===== src/hw/rtl/ucd_pkg.sv =====
// ucd_pkg: shared types, codes and constants for the echo-ranging cliff detector.
// Used by every module under hw/rtl; depends on nothing.
`timescale 1ns / 1ps

package ucd_pkg;

  // Field widths
  localparam int unsigned DIST_W  = 19;
  localparam int unsigned TIMER_W = 16;
  localparam int unsigned MS_W    = 32;
  localparam int unsigned SCALE_W = 16;
  localparam int unsigned RUN_W   = 8;
  localparam int unsigned STATE_W = 3;
  localparam int unsigned FUNC_W  = 2;

  // Stream widths (tdata padded to whole bytes)
  localparam int unsigned IN_DATA_W  = 48;
  localparam int unsigned OUT_DATA_W = 40;

  // Config port
  localparam int unsigned CFG_IDX_W  = 2;
  localparam int unsigned CFG_DATA_W = DIST_W;
  localparam logic [CFG_IDX_W-1:0] CFG_IDX_LIMIT   = 2'd0;
  localparam logic [CFG_IDX_W-1:0] CFG_IDX_TOP     = 2'd1;
  localparam logic [CFG_IDX_W-1:0] CFG_IDX_TIMEOUT = 2'd2;
  localparam logic [CFG_IDX_W-1:0] CFG_IDX_SCALE   = 2'd3;

  // Register reset values
  localparam logic [DIST_W-1:0]  LIMIT_RST   = 19'd5120;
  localparam logic [TIMER_W-1:0] TOP_RST     = 16'd65535;
  localparam logic [15:0]        TIMEOUT_RST = 16'd60;
  localparam logic [SCALE_W-1:0] SCALE_RST   = 16'd1114;

  // Arithmetic constants
  localparam logic [DIST_W-1:0] DIST_SAT  = 19'h7FFFF;
  localparam logic [RUN_W-1:0]  RUN_SAT   = 8'd255;
  localparam logic [RUN_W-1:0]  ALARM_RUN = 8'd2;

  // Result bit positions inside m_tdata
  localparam int unsigned OB_TRIG  = 0;
  localparam int unsigned OB_UPD   = 1;
  localparam int unsigned OB_DIST  = 2;
  localparam int unsigned OB_ALARM = OB_DIST + DIST_W;    // 21
  localparam int unsigned OB_STATE = OB_ALARM + 1;        // 22
  localparam int unsigned OB_RUN   = OB_STATE + STATE_W;  // 25
  localparam int unsigned OB_END   = OB_RUN + RUN_W;      // 33

  // Item kinds
  typedef enum logic [FUNC_W-1:0] {
    FUNC_START   = 2'd0,
    FUNC_CAPTURE = 2'd1,
    FUNC_HANDLE  = 2'd2,
    FUNC_UNUSED  = 2'd3
  } func_t;

  // Reported state codes
  localparam logic [STATE_W-1:0] ST_IDLE = 3'd0;
  localparam logic [STATE_W-1:0] ST_RISE = 3'd1;
  localparam logic [STATE_W-1:0] ST_FALL = 3'd2;
  localparam logic [STATE_W-1:0] ST_DONE = 3'd3;
  localparam logic [STATE_W-1:0] ST_TOUT = 3'd4;

  // Measurement phase, one-hot
  typedef enum logic [4:0] {
    PH_IDLE = 5'b00001,
    PH_RISE = 5'b00010,
    PH_FALL = 5'b00100,
    PH_DONE = 5'b01000,
    PH_TOUT = 5'b10000
  } phase_t;

  typedef struct packed {
    logic [DIST_W-1:0]  limit;
    logic [TIMER_W-1:0] top;
    logic [15:0]        timeout;
    logic [SCALE_W-1:0] scale;
  } cfg_t;

  typedef struct packed {
    logic [FUNC_W-1:0]  func;
    logic [TIMER_W-1:0] cap;
    logic [MS_W-1:0]    now;
  } item_t;

  typedef struct packed {
    logic               trig;
    logic               upd;
    logic [DIST_W-1:0]  distance;
    logic               alarm;
    logic [STATE_W-1:0] state;
    logic [RUN_W-1:0]   run;
  } result_t;

  function automatic logic [STATE_W-1:0] phase_code(phase_t ph);
    logic [STATE_W-1:0] code;
    case (ph)
      PH_IDLE: code = ST_IDLE;
      PH_RISE: code = ST_RISE;
      PH_FALL: code = ST_FALL;
      PH_DONE: code = ST_DONE;
      PH_TOUT: code = ST_TOUT;
      default: code = ST_IDLE;
    endcase
    return code;
  endfunction

endpackage


===== src/hw/rtl/ultrasonic_echo_cliff_detector.sv =====
// Top level of the echo-ranging cliff detector: input register, FSM, result register.
// Depends on ucd_pkg, ucd_cfg_regs, ucd_fsm.
`timescale 1ns / 1ps

//  channel   | direction | handshake          | payload
//  ----------+-----------+--------------------+----------------------------------------
//  s_*       | in        | s_tvalid/s_tready  | tuser: func; tdata: capture_value, now_ms
//  m_*       | out       | m_tvalid/m_tready  | tdata: flags, distance, state, run count
//  cfg_*     | in        | cfg_we (no wait)   | cfg_index, cfg_wdata
//
//  One request per cycle sustained while m_tready stays high; a request is taken into the
//  input register, its result into the result register. The FSM and distance multiplier
//  sit between those two registers. The input side keeps accepting while a result waits,
//  as long as the input register is empty or the result register frees up that cycle.
//  rst is synchronous: clears the FSM, both valid flags and loads register defaults.

module ultrasonic_echo_cliff_detector (
  input  logic                            clk,
  input  logic                            rst,
  input  logic                            s_tvalid,
  output logic                            s_tready,
  input  logic [ucd_pkg::IN_DATA_W-1:0]   s_tdata,  // [15:0] capture_value, [47:16] now_ms
  input  logic [ucd_pkg::FUNC_W-1:0]      s_tuser,  // [1:0] func
  output logic                            m_tvalid,
  input  logic                            m_tready,
  // [0] trigger_pulse, [1] distance_updated, [20:2] distance_q8, [21] cliff_alarm,
  // [24:22] machine_state, [32:25] unsafe_count, [39:33] zero
  output logic [ucd_pkg::OUT_DATA_W-1:0]  m_tdata,
  input  logic                            cfg_we,
  input  logic [ucd_pkg::CFG_IDX_W-1:0]   cfg_index,
  input  logic [ucd_pkg::CFG_DATA_W-1:0]  cfg_wdata
);

  ucd_pkg::cfg_t    cfg;
  ucd_pkg::item_t   in_item;
  ucd_pkg::result_t result;
  logic             in_valid;
  logic             out_valid;
  logic             out_free;
  logic             fire;
  logic [ucd_pkg::OUT_DATA_W-1:0] out_data;

  ucd_cfg_regs u_cfg (
    .clk       (clk),
    .rst       (rst),
    .cfg_we    (cfg_we),
    .cfg_index (cfg_index),
    .cfg_wdata (cfg_wdata),
    .cfg       (cfg)
  );

  // Handshake: a request moves on when the result register is free or draining
  assign out_free = !out_valid || m_tready;
  assign fire     = in_valid && out_free;
  assign s_tready = !in_valid || out_free;

  // Input register
  always_ff @(posedge clk) begin
    if (rst) begin
      in_valid <= 1'b0;
    end else if (s_tvalid && s_tready) begin
      in_valid <= 1'b1;
    end else if (fire) begin
      in_valid <= 1'b0;
    end
  end

  always_ff @(posedge clk) begin
    if (s_tvalid && s_tready) begin
      in_item.func <= s_tuser;
      in_item.cap  <= s_tdata[15:0];
      in_item.now  <= s_tdata[47:16];
    end
  end

  ucd_fsm u_fsm (
    .clk    (clk),
    .rst    (rst),
    .fire   (fire),
    .item   (in_item),
    .cfg    (cfg),
    .result (result)
  );

  // Result register
  always_ff @(posedge clk) begin
    if (rst) begin
      out_valid <= 1'b0;
    end else if (fire) begin
      out_valid <= 1'b1;
    end else if (m_tready) begin
      out_valid <= 1'b0;
    end
  end

  always_ff @(posedge clk) begin
    if (fire) begin
      out_data <= {7'd0, result.run, result.state, result.alarm, result.distance,
                   result.upd, result.trig};
    end
  end

  assign m_tvalid = out_valid;
  assign m_tdata  = out_data;

endmodule


===== src/hw/rtl/ucd_cfg_regs.sv =====
// ucd_cfg_regs: configuration register file written through the plain write port.
// Depends on ucd_pkg.
`timescale 1ns / 1ps

module ucd_cfg_regs (
  input  logic                          clk,
  input  logic                          rst,
  input  logic                          cfg_we,
  input  logic [ucd_pkg::CFG_IDX_W-1:0] cfg_index,
  input  logic [ucd_pkg::CFG_DATA_W-1:0] cfg_wdata,
  output ucd_pkg::cfg_t                 cfg
);

  ucd_pkg::cfg_t regs;

  // Register writes take effect on the next cycle
  always_ff @(posedge clk) begin
    if (rst) begin
      regs.limit   <= ucd_pkg::LIMIT_RST;
      regs.top     <= ucd_pkg::TOP_RST;
      regs.timeout <= ucd_pkg::TIMEOUT_RST;
      regs.scale   <= ucd_pkg::SCALE_RST;
    end else if (cfg_we) begin
      case (cfg_index)
        ucd_pkg::CFG_IDX_LIMIT:   regs.limit   <= cfg_wdata;
        ucd_pkg::CFG_IDX_TOP:     regs.top     <= cfg_wdata[15:0];
        ucd_pkg::CFG_IDX_TIMEOUT: regs.timeout <= cfg_wdata[15:0];
        ucd_pkg::CFG_IDX_SCALE:   regs.scale   <= cfg_wdata[15:0];
        default: ;
      endcase
    end
  end

  assign cfg = regs;

endmodule


===== src/hw/rtl/ucd_dist_calc.sv =====
// ucd_dist_calc: pulse width to distance (cm, Q8) with timer wrap and saturation.
// Depends on ucd_pkg.
`timescale 1ns / 1ps

module ucd_dist_calc (
  input  logic [ucd_pkg::TIMER_W-1:0] rise_time,
  input  logic [ucd_pkg::TIMER_W-1:0] fall_time,
  input  logic [ucd_pkg::TIMER_W-1:0] top,
  input  logic [ucd_pkg::SCALE_W-1:0] scale,
  output logic [ucd_pkg::DIST_W-1:0]  distance
);

  logic [17:0] up;
  logic [16:0] delta;
  logic [32:0] prod;
  logic [33:0] rounded;
  logic [25:0] shifted;

  // Tick count between edges; timer runs 0..top so wrap is modulo top+1
  always_comb begin
    up = {2'b00, top} + 18'd1 + {2'b00, fall_time};
    if (fall_time >= rise_time) begin
      delta = {1'b0, fall_time} - {1'b0, rise_time};
    end else if (up >= {2'b00, rise_time}) begin
      delta = 17'(up - {2'b00, rise_time});
    end else begin
      // rise capture beyond top+1+fall, only possible above the timer top
      delta = '0;
    end
  end

  // Scale Q16 -> Q8 with round half up, then saturate
  always_comb begin
    prod    = {16'd0, delta} * {17'd0, scale};
    rounded = {1'b0, prod} + 34'd128;
    shifted = rounded[33:8];
    if (|shifted[25:ucd_pkg::DIST_W]) begin
      distance = ucd_pkg::DIST_SAT;
    end else begin
      distance = shifted[ucd_pkg::DIST_W-1:0];
    end
  end

endmodule


===== src/hw/rtl/ucd_fsm.sv =====
// ucd_fsm: measurement state machine, capture/launch state and unsafe-run filter.
// Depends on ucd_pkg and ucd_dist_calc.
`timescale 1ns / 1ps

module ucd_fsm (
  input  logic              clk,
  input  logic              rst,
  input  logic              fire,
  input  ucd_pkg::item_t    item,
  input  ucd_pkg::cfg_t     cfg,
  output ucd_pkg::result_t  result
);

  ucd_pkg::phase_t              phase, phase_next, phase_chk;
  logic [ucd_pkg::TIMER_W-1:0]  rise_time, rise_time_next;
  logic [ucd_pkg::TIMER_W-1:0]  fall_time, fall_time_next;
  logic [ucd_pkg::MS_W-1:0]     launch_ms, launch_ms_next;
  logic [ucd_pkg::DIST_W-1:0]   last_distance, last_distance_next;
  logic [ucd_pkg::RUN_W-1:0]    bad_run, bad_run_next;
  logic [ucd_pkg::DIST_W-1:0]   pulse_dist;
  logic [ucd_pkg::DIST_W-1:0]   new_dist;
  logic [ucd_pkg::MS_W-1:0]     elapsed;
  logic                         timed_out;
  logic                         trig, upd, alarm;

  ucd_dist_calc u_dist (
    .rise_time (rise_time),
    .fall_time (fall_time),
    .top       (cfg.top),
    .scale     (cfg.scale),
    .distance  (pulse_dist)
  );

  // Wrapping elapsed time since launch
  assign elapsed   = item.now - launch_ms;
  assign timed_out = (elapsed > {16'd0, cfg.timeout});
  assign new_dist  = (phase == ucd_pkg::PH_DONE) ? pulse_dist : cfg.limit;

  // Next-state logic for one request
  always_comb begin
    phase_next         = phase;
    phase_chk          = phase;
    rise_time_next     = rise_time;
    fall_time_next     = fall_time;
    launch_ms_next     = launch_ms;
    last_distance_next = last_distance;
    bad_run_next       = bad_run;
    trig               = 1'b0;
    upd                = 1'b0;
    alarm              = 1'b0;
    case (item.func)
      ucd_pkg::FUNC_START: begin
        // a stale wait is forced into timeout first
        if ((phase == ucd_pkg::PH_RISE || phase == ucd_pkg::PH_FALL) && timed_out) begin
          phase_chk = ucd_pkg::PH_TOUT;
        end
        phase_next = phase_chk;
        if (phase_chk == ucd_pkg::PH_IDLE) begin
          trig           = 1'b1;
          launch_ms_next = item.now;
          phase_next     = ucd_pkg::PH_RISE;
        end
      end
      ucd_pkg::FUNC_CAPTURE: begin
        if (phase == ucd_pkg::PH_RISE) begin
          rise_time_next = item.cap;
          phase_next     = ucd_pkg::PH_FALL;
        end else if (phase == ucd_pkg::PH_FALL) begin
          fall_time_next = item.cap;
          phase_next     = ucd_pkg::PH_DONE;
        end
      end
      ucd_pkg::FUNC_HANDLE: begin
        if (phase == ucd_pkg::PH_DONE || phase == ucd_pkg::PH_TOUT) begin
          last_distance_next = new_dist;
          phase_next         = ucd_pkg::PH_IDLE;
          upd                = 1'b1;
          // unsafe: at or beyond the limit, or a distance of zero
          if (new_dist >= cfg.limit || new_dist == '0) begin
            if (bad_run != ucd_pkg::RUN_SAT) begin
              bad_run_next = bad_run + 8'd1;
            end
            alarm = (bad_run_next >= ucd_pkg::ALARM_RUN);
          end else begin
            bad_run_next = '0;
          end
        end
      end
      default: ;
    endcase
  end

  // State registers advance once per processed request
  always_ff @(posedge clk) begin
    if (rst) begin
      phase         <= ucd_pkg::PH_IDLE;
      rise_time     <= '0;
      fall_time     <= '0;
      launch_ms     <= '0;
      last_distance <= '0;
      bad_run       <= '0;
    end else if (fire) begin
      phase         <= phase_next;
      rise_time     <= rise_time_next;
      fall_time     <= fall_time_next;
      launch_ms     <= launch_ms_next;
      last_distance <= last_distance_next;
      bad_run       <= bad_run_next;
    end
  end

  assign result.trig     = trig;
  assign result.upd      = upd;
  assign result.distance = last_distance_next;
  assign result.alarm    = alarm;
  assign result.state    = ucd_pkg::phase_code(phase_next);
  assign result.run      = bad_run_next;

endmodule


===== config.mk =====
export PLATFORM = sky130hd
export DESIGN_NAME = ultrasonic_echo_cliff_detector
export DESIGN_NICKNAME = d
export VERILOG_FILES = /design/src/hw/rtl/ucd_pkg.sv /design/src/hw/rtl/ultrasonic_echo_cliff_detector.sv /design/src/hw/rtl/ucd_cfg_regs.sv /design/src/hw/rtl/ucd_dist_calc.sv /design/src/hw/rtl/ucd_fsm.sv
export SDC_FILE = /design/constraint.sdc
export NUM_CORES = 1
export LEC_CHECK = 0
export ABC_CLOCK_PERIOD_IN_PS = 16100
export BUFFER_PORTS_ARGS = -buffer_cell sky130_fd_sc_hd__buf_2
export CAP_MARGIN = 10
export CORE_UTILIZATION = 45
export CTS_CLUSTER_DIAMETER = 60
export DETAILED_ROUTE_END_ITERATION = 10
export SYNTH_ARGS = -nofsm -noshare
export SYNTH_HDL_FRONTEND = slang
export SYNTH_SLANG_ARGS = --single-unit
export TNS_END_PERCENT = 20

===== constraint.sdc =====
create_clock -name clk -period 16.1 [get_ports clk]
set_input_delay 0.805 -clock clk [delete_from_list [all_inputs] [get_ports clk]]
set_output_delay 0.805 -clock clk [all_outputs]
set_load 0.01 [all_outputs]

==> impl_results.md <==
* Slowest cell delay on critical path at 0.55 ns
* Largest net degree at the start of global routing at 101
* Post-route cell area at 0.0270 mm2
* Gr ovfl total at 0
* Min-Delay Path Class: input port to register
* Launch point of the worst path: u_fsm.fall_time[1]
* Share of cells above drive strength 1 at 7.96%
* Site Rows at 85
* Crit path top cell by count: o21ai_0
* Seq. cell area at 0.00580 mm2
* Multi-input gate area at 0.0171 mm2
* Cell Area, Synth at 0.0248 mm2
* Core Box Area at 0.0541 mm2
* Most frequent cells in the layout: nand2_1, inv_1, a21oi_1
* Pre-antenna DRT Iters at 5
* VDD IR max at 87.6 uV
* I/O pins at 118
* Port bufs at 110
* CTS root buf: clkbuf_16
* Tot Pwr at 1.62 mW
* Commonest non-fill, non-tap cell in the layout: nand2_1
* Worst r2r src: u_fsm.fall_time[1]
* Initial antenna violation count at 7
* Nets at 3552
* GRT Util Overall at 26.5%
* CTS tree: yes
* Longest Clk Path Bufs at 3
* Worst R2R Setup Slack at 1.16 ns
* Fin Hold WS at 0.394 ns
* Max-slew violations at 0
* Leading area contributor after synthesis: fa_1
* Arr. time, crit path at 15.37 ns
* RSZ-0062 raised after global routing: no
* Dpl cell area at 0.0259 mm2
* Starting Density at 45.8%
* Routability Congestion at 0.952
* Dpl ws at 0.349 ns
* Hold Vio Cnt, Final at 0
* Vias per cell at 5.64
* EDFF count, synth at 83
* FMAX at 66.9 MHz
* Worst Setup Path Type: register to register
* Top cells by area, synth: fa_1, dfxtp_1, ha_1
* Via count at 21200
* Routed wire per std cell at 19.6 um
* Post-synthesis cell count at 2991
* Layout Skew at 0.0319 ns
* Pwr/cell area at 59.9 mW/mm2
* # fillers at 5218
* CTS buffer count at 29
* H-tree levels at 1
* Post-route DRC at 0
* Critical Path RT at 16.53 ns
* Die ar. at 0.0561 mm2
* CTS Hold Bufs at 0
* Sequential area share after synthesis at 23.4%
* Clk slew on worst S/H paths at 0.06 ns
* Worst setup EP type: register
* Maxcap violations at 0
* Yosys reg bits at 248
* Skew-Pair Late Insertion Delay at 0.58 ns
* Antenna Nets Post-Route at 0
* Syn Area/Cell at 8.30 um2
* Synth async-reset ratio at 0%
* Final worst path period share at 92.8%
* Setup bufs post-CTS at 0
* End of the critical path: u_fsm.bad_run[1]
* Vias in the first global route at 21500
* First-pass GRT wire length at 117000 um
* Worst r2r dst: u_fsm.bad_run[1]
* Static Leak at 11.9 nW
* Yosys warning count at 0
* Max_slew headroom at 25.0%
* Synthesis-to-finish area growth at 8.72%
* WL final at 73500 um
* Synth Flop Type: dfxtp_1
* Setup Viol. Count Final at 0
* Final HPWL DP at 58100 um
* CTS Sinks at 248
* Worst Setup Slack, final at 1.16 ns
* Setup TNS at 0 ns
* Die W at 237 um
* DRT iter0 DRCs at 1329
* Netlist cell types at 87
* Post-route minimum period at 14.94 ns
* Worst slew pin tran at 1.12 ns
* Area share of the largest cell type after synthesis at 17.2%
* CP Max Fanout at 14
* Crit path launch type: register
* Outcome: complete, no violations
* Die Y at 237 um
* Worst path slowest cell: fa_1
* R2R depth at 64
-- report_power, final --
group          total [mW]  leakage, nW  internal (mW)  switching, mW
clock network       0.652        0.465          0.375          0.277
registers           0.693         2.14          0.670         0.0236
logic               0.271         9.24          0.104          0.167
total                1.62         11.9           1.15          0.467
-- routing by layer --
metal	global-route usage, %	share of wire, %	wire [um]	vias to the layer above
met5	0	0.078	57	-
met4	7.87	2.7	1960	10
met3	3.82	5.8	4300	126
met2	45.0	48	35000	644
met1	34.9	44	32200	10300
li1	-	-	-	10000
-- worst max-delay path: cells and delay by family (launching register included) --
family                   cells  cell delay [ns]
adder cells (fa/ha/maj)     10             4.26
buffers and inverters        8             0.96
flip-flops                   1             0.47
AO/OA/AOI/OAI               29             6.15
multiplexers                 2             0.40
AND/OR/NAND/NOR             15             2.53
-- layout make-up --
class / instances / share of cell area, %
repair buffers: 137 / 2.80
flip-flops and latches: 248 / 21.5
clock buffers: 35 / 2.81
inverters: 402 / 5.59
well taps: 696 / 3.23
diodes: 2 / 0.0185
clock inverters: 19 / 0.760
multi-input cells: 2212 / 63.3
-- synthesized netlist by cell type (7+ instances only) --
cell / count
nand2_1: 520
inv_1: 401
a21oi_1: 239
ha_1: 233
fa_1: 213
dfxtp_1: 165
and2_1: 135
nor2_1: 118
clkbuf_1: 108
o21ai_0: 102
edfxtp_1: 83
nor3_1: 55
xnor2_1: 48
nor2b_1: 41
a21o_1: 38
nand3b_1: 33
nand4_1: 32
nand3_1: 29
nand2b_1: 27
o21bai_1: 24
xor2_1: 24
a211oi_1: 19
o22ai_1: 19
nor4_1: 17
a211o_1: 15
a31oi_1: 13
o211ai_1: 13
o21a_1: 13
a21boi_0: 12
o31ai_1: 12
and3_1: 11
buf_2: 10
or3_1: 9
or2_2: 8
buf_1: 7
buf_4: 7
o2111ai_1: 7
o21ai_1: 7
o32ai_1: 7
-- cells by family after synthesis --
kind of cell | Yosys count | share of synthesized area (%)
and+or+nand+nor | 1063 | 20.4
AOI/OAI and AO/OA | 612 | 15.9
buffers and inverters | 537 | 8.37
adders and majority gates | 446 | 28.9
DFF | 248 | 23.4
xor gates and xnor gates | 72 | 2.54
muxes | 12 | 0.514
other | 1 | 0.0151
-- metrics by stage --
stage               std cells  util [%]
finish                   3751      49.8
global route             3751      49.8
CTS                      3749      49.7
detailed placement       3695      47.9
global placement         3695      47.9
floorplan                2997         -
-- flip-flops by register name, summed over array words and instances (netlist names) --
name	count
in_item	50
in_valid	1
u_fsm.launch_ms	32
m_tdata	33
u_cfg.cfg	67
u_fsm.last_distance	19
u_fsm.fall_time	16
u_fsm.rise_time	16
u_fsm.phase	5
u_fsm.bad_run	8
m_tvalid	1
-- worst min path at each step --
| stage | start | endpoint | slack, ns | depth (start not counted) |
|---|---|---|---|---|
| detailed placement | u_fsm.launch_ms[6] | u_fsm.launch_ms[6] | 0.45 | 2 |
| global route | s_tdata[40] | in_item[24] | 0.38 | 1 |
| global placement | u_fsm.last_distance[18] | u_fsm.last_distance[18] | 0.44 | 2 |
| finish | s_tdata[31] | in_item[15] | 0.39 | 1 |
| CTS | s_tdata[30] | in_item[14] | 0.37 | 1 |
| floorplan | u_fsm.last_distance[14] | u_fsm.last_distance[14] | 0.43 | 2 |
-- repair_timing --
item | CTS | global route
resized for setup | 0 | 11
endpoints found under the hold margin | 0 | 0
setup endpoints to repair | 0 | 17
No activity file was read; power rests on OpenSTA's default activity.
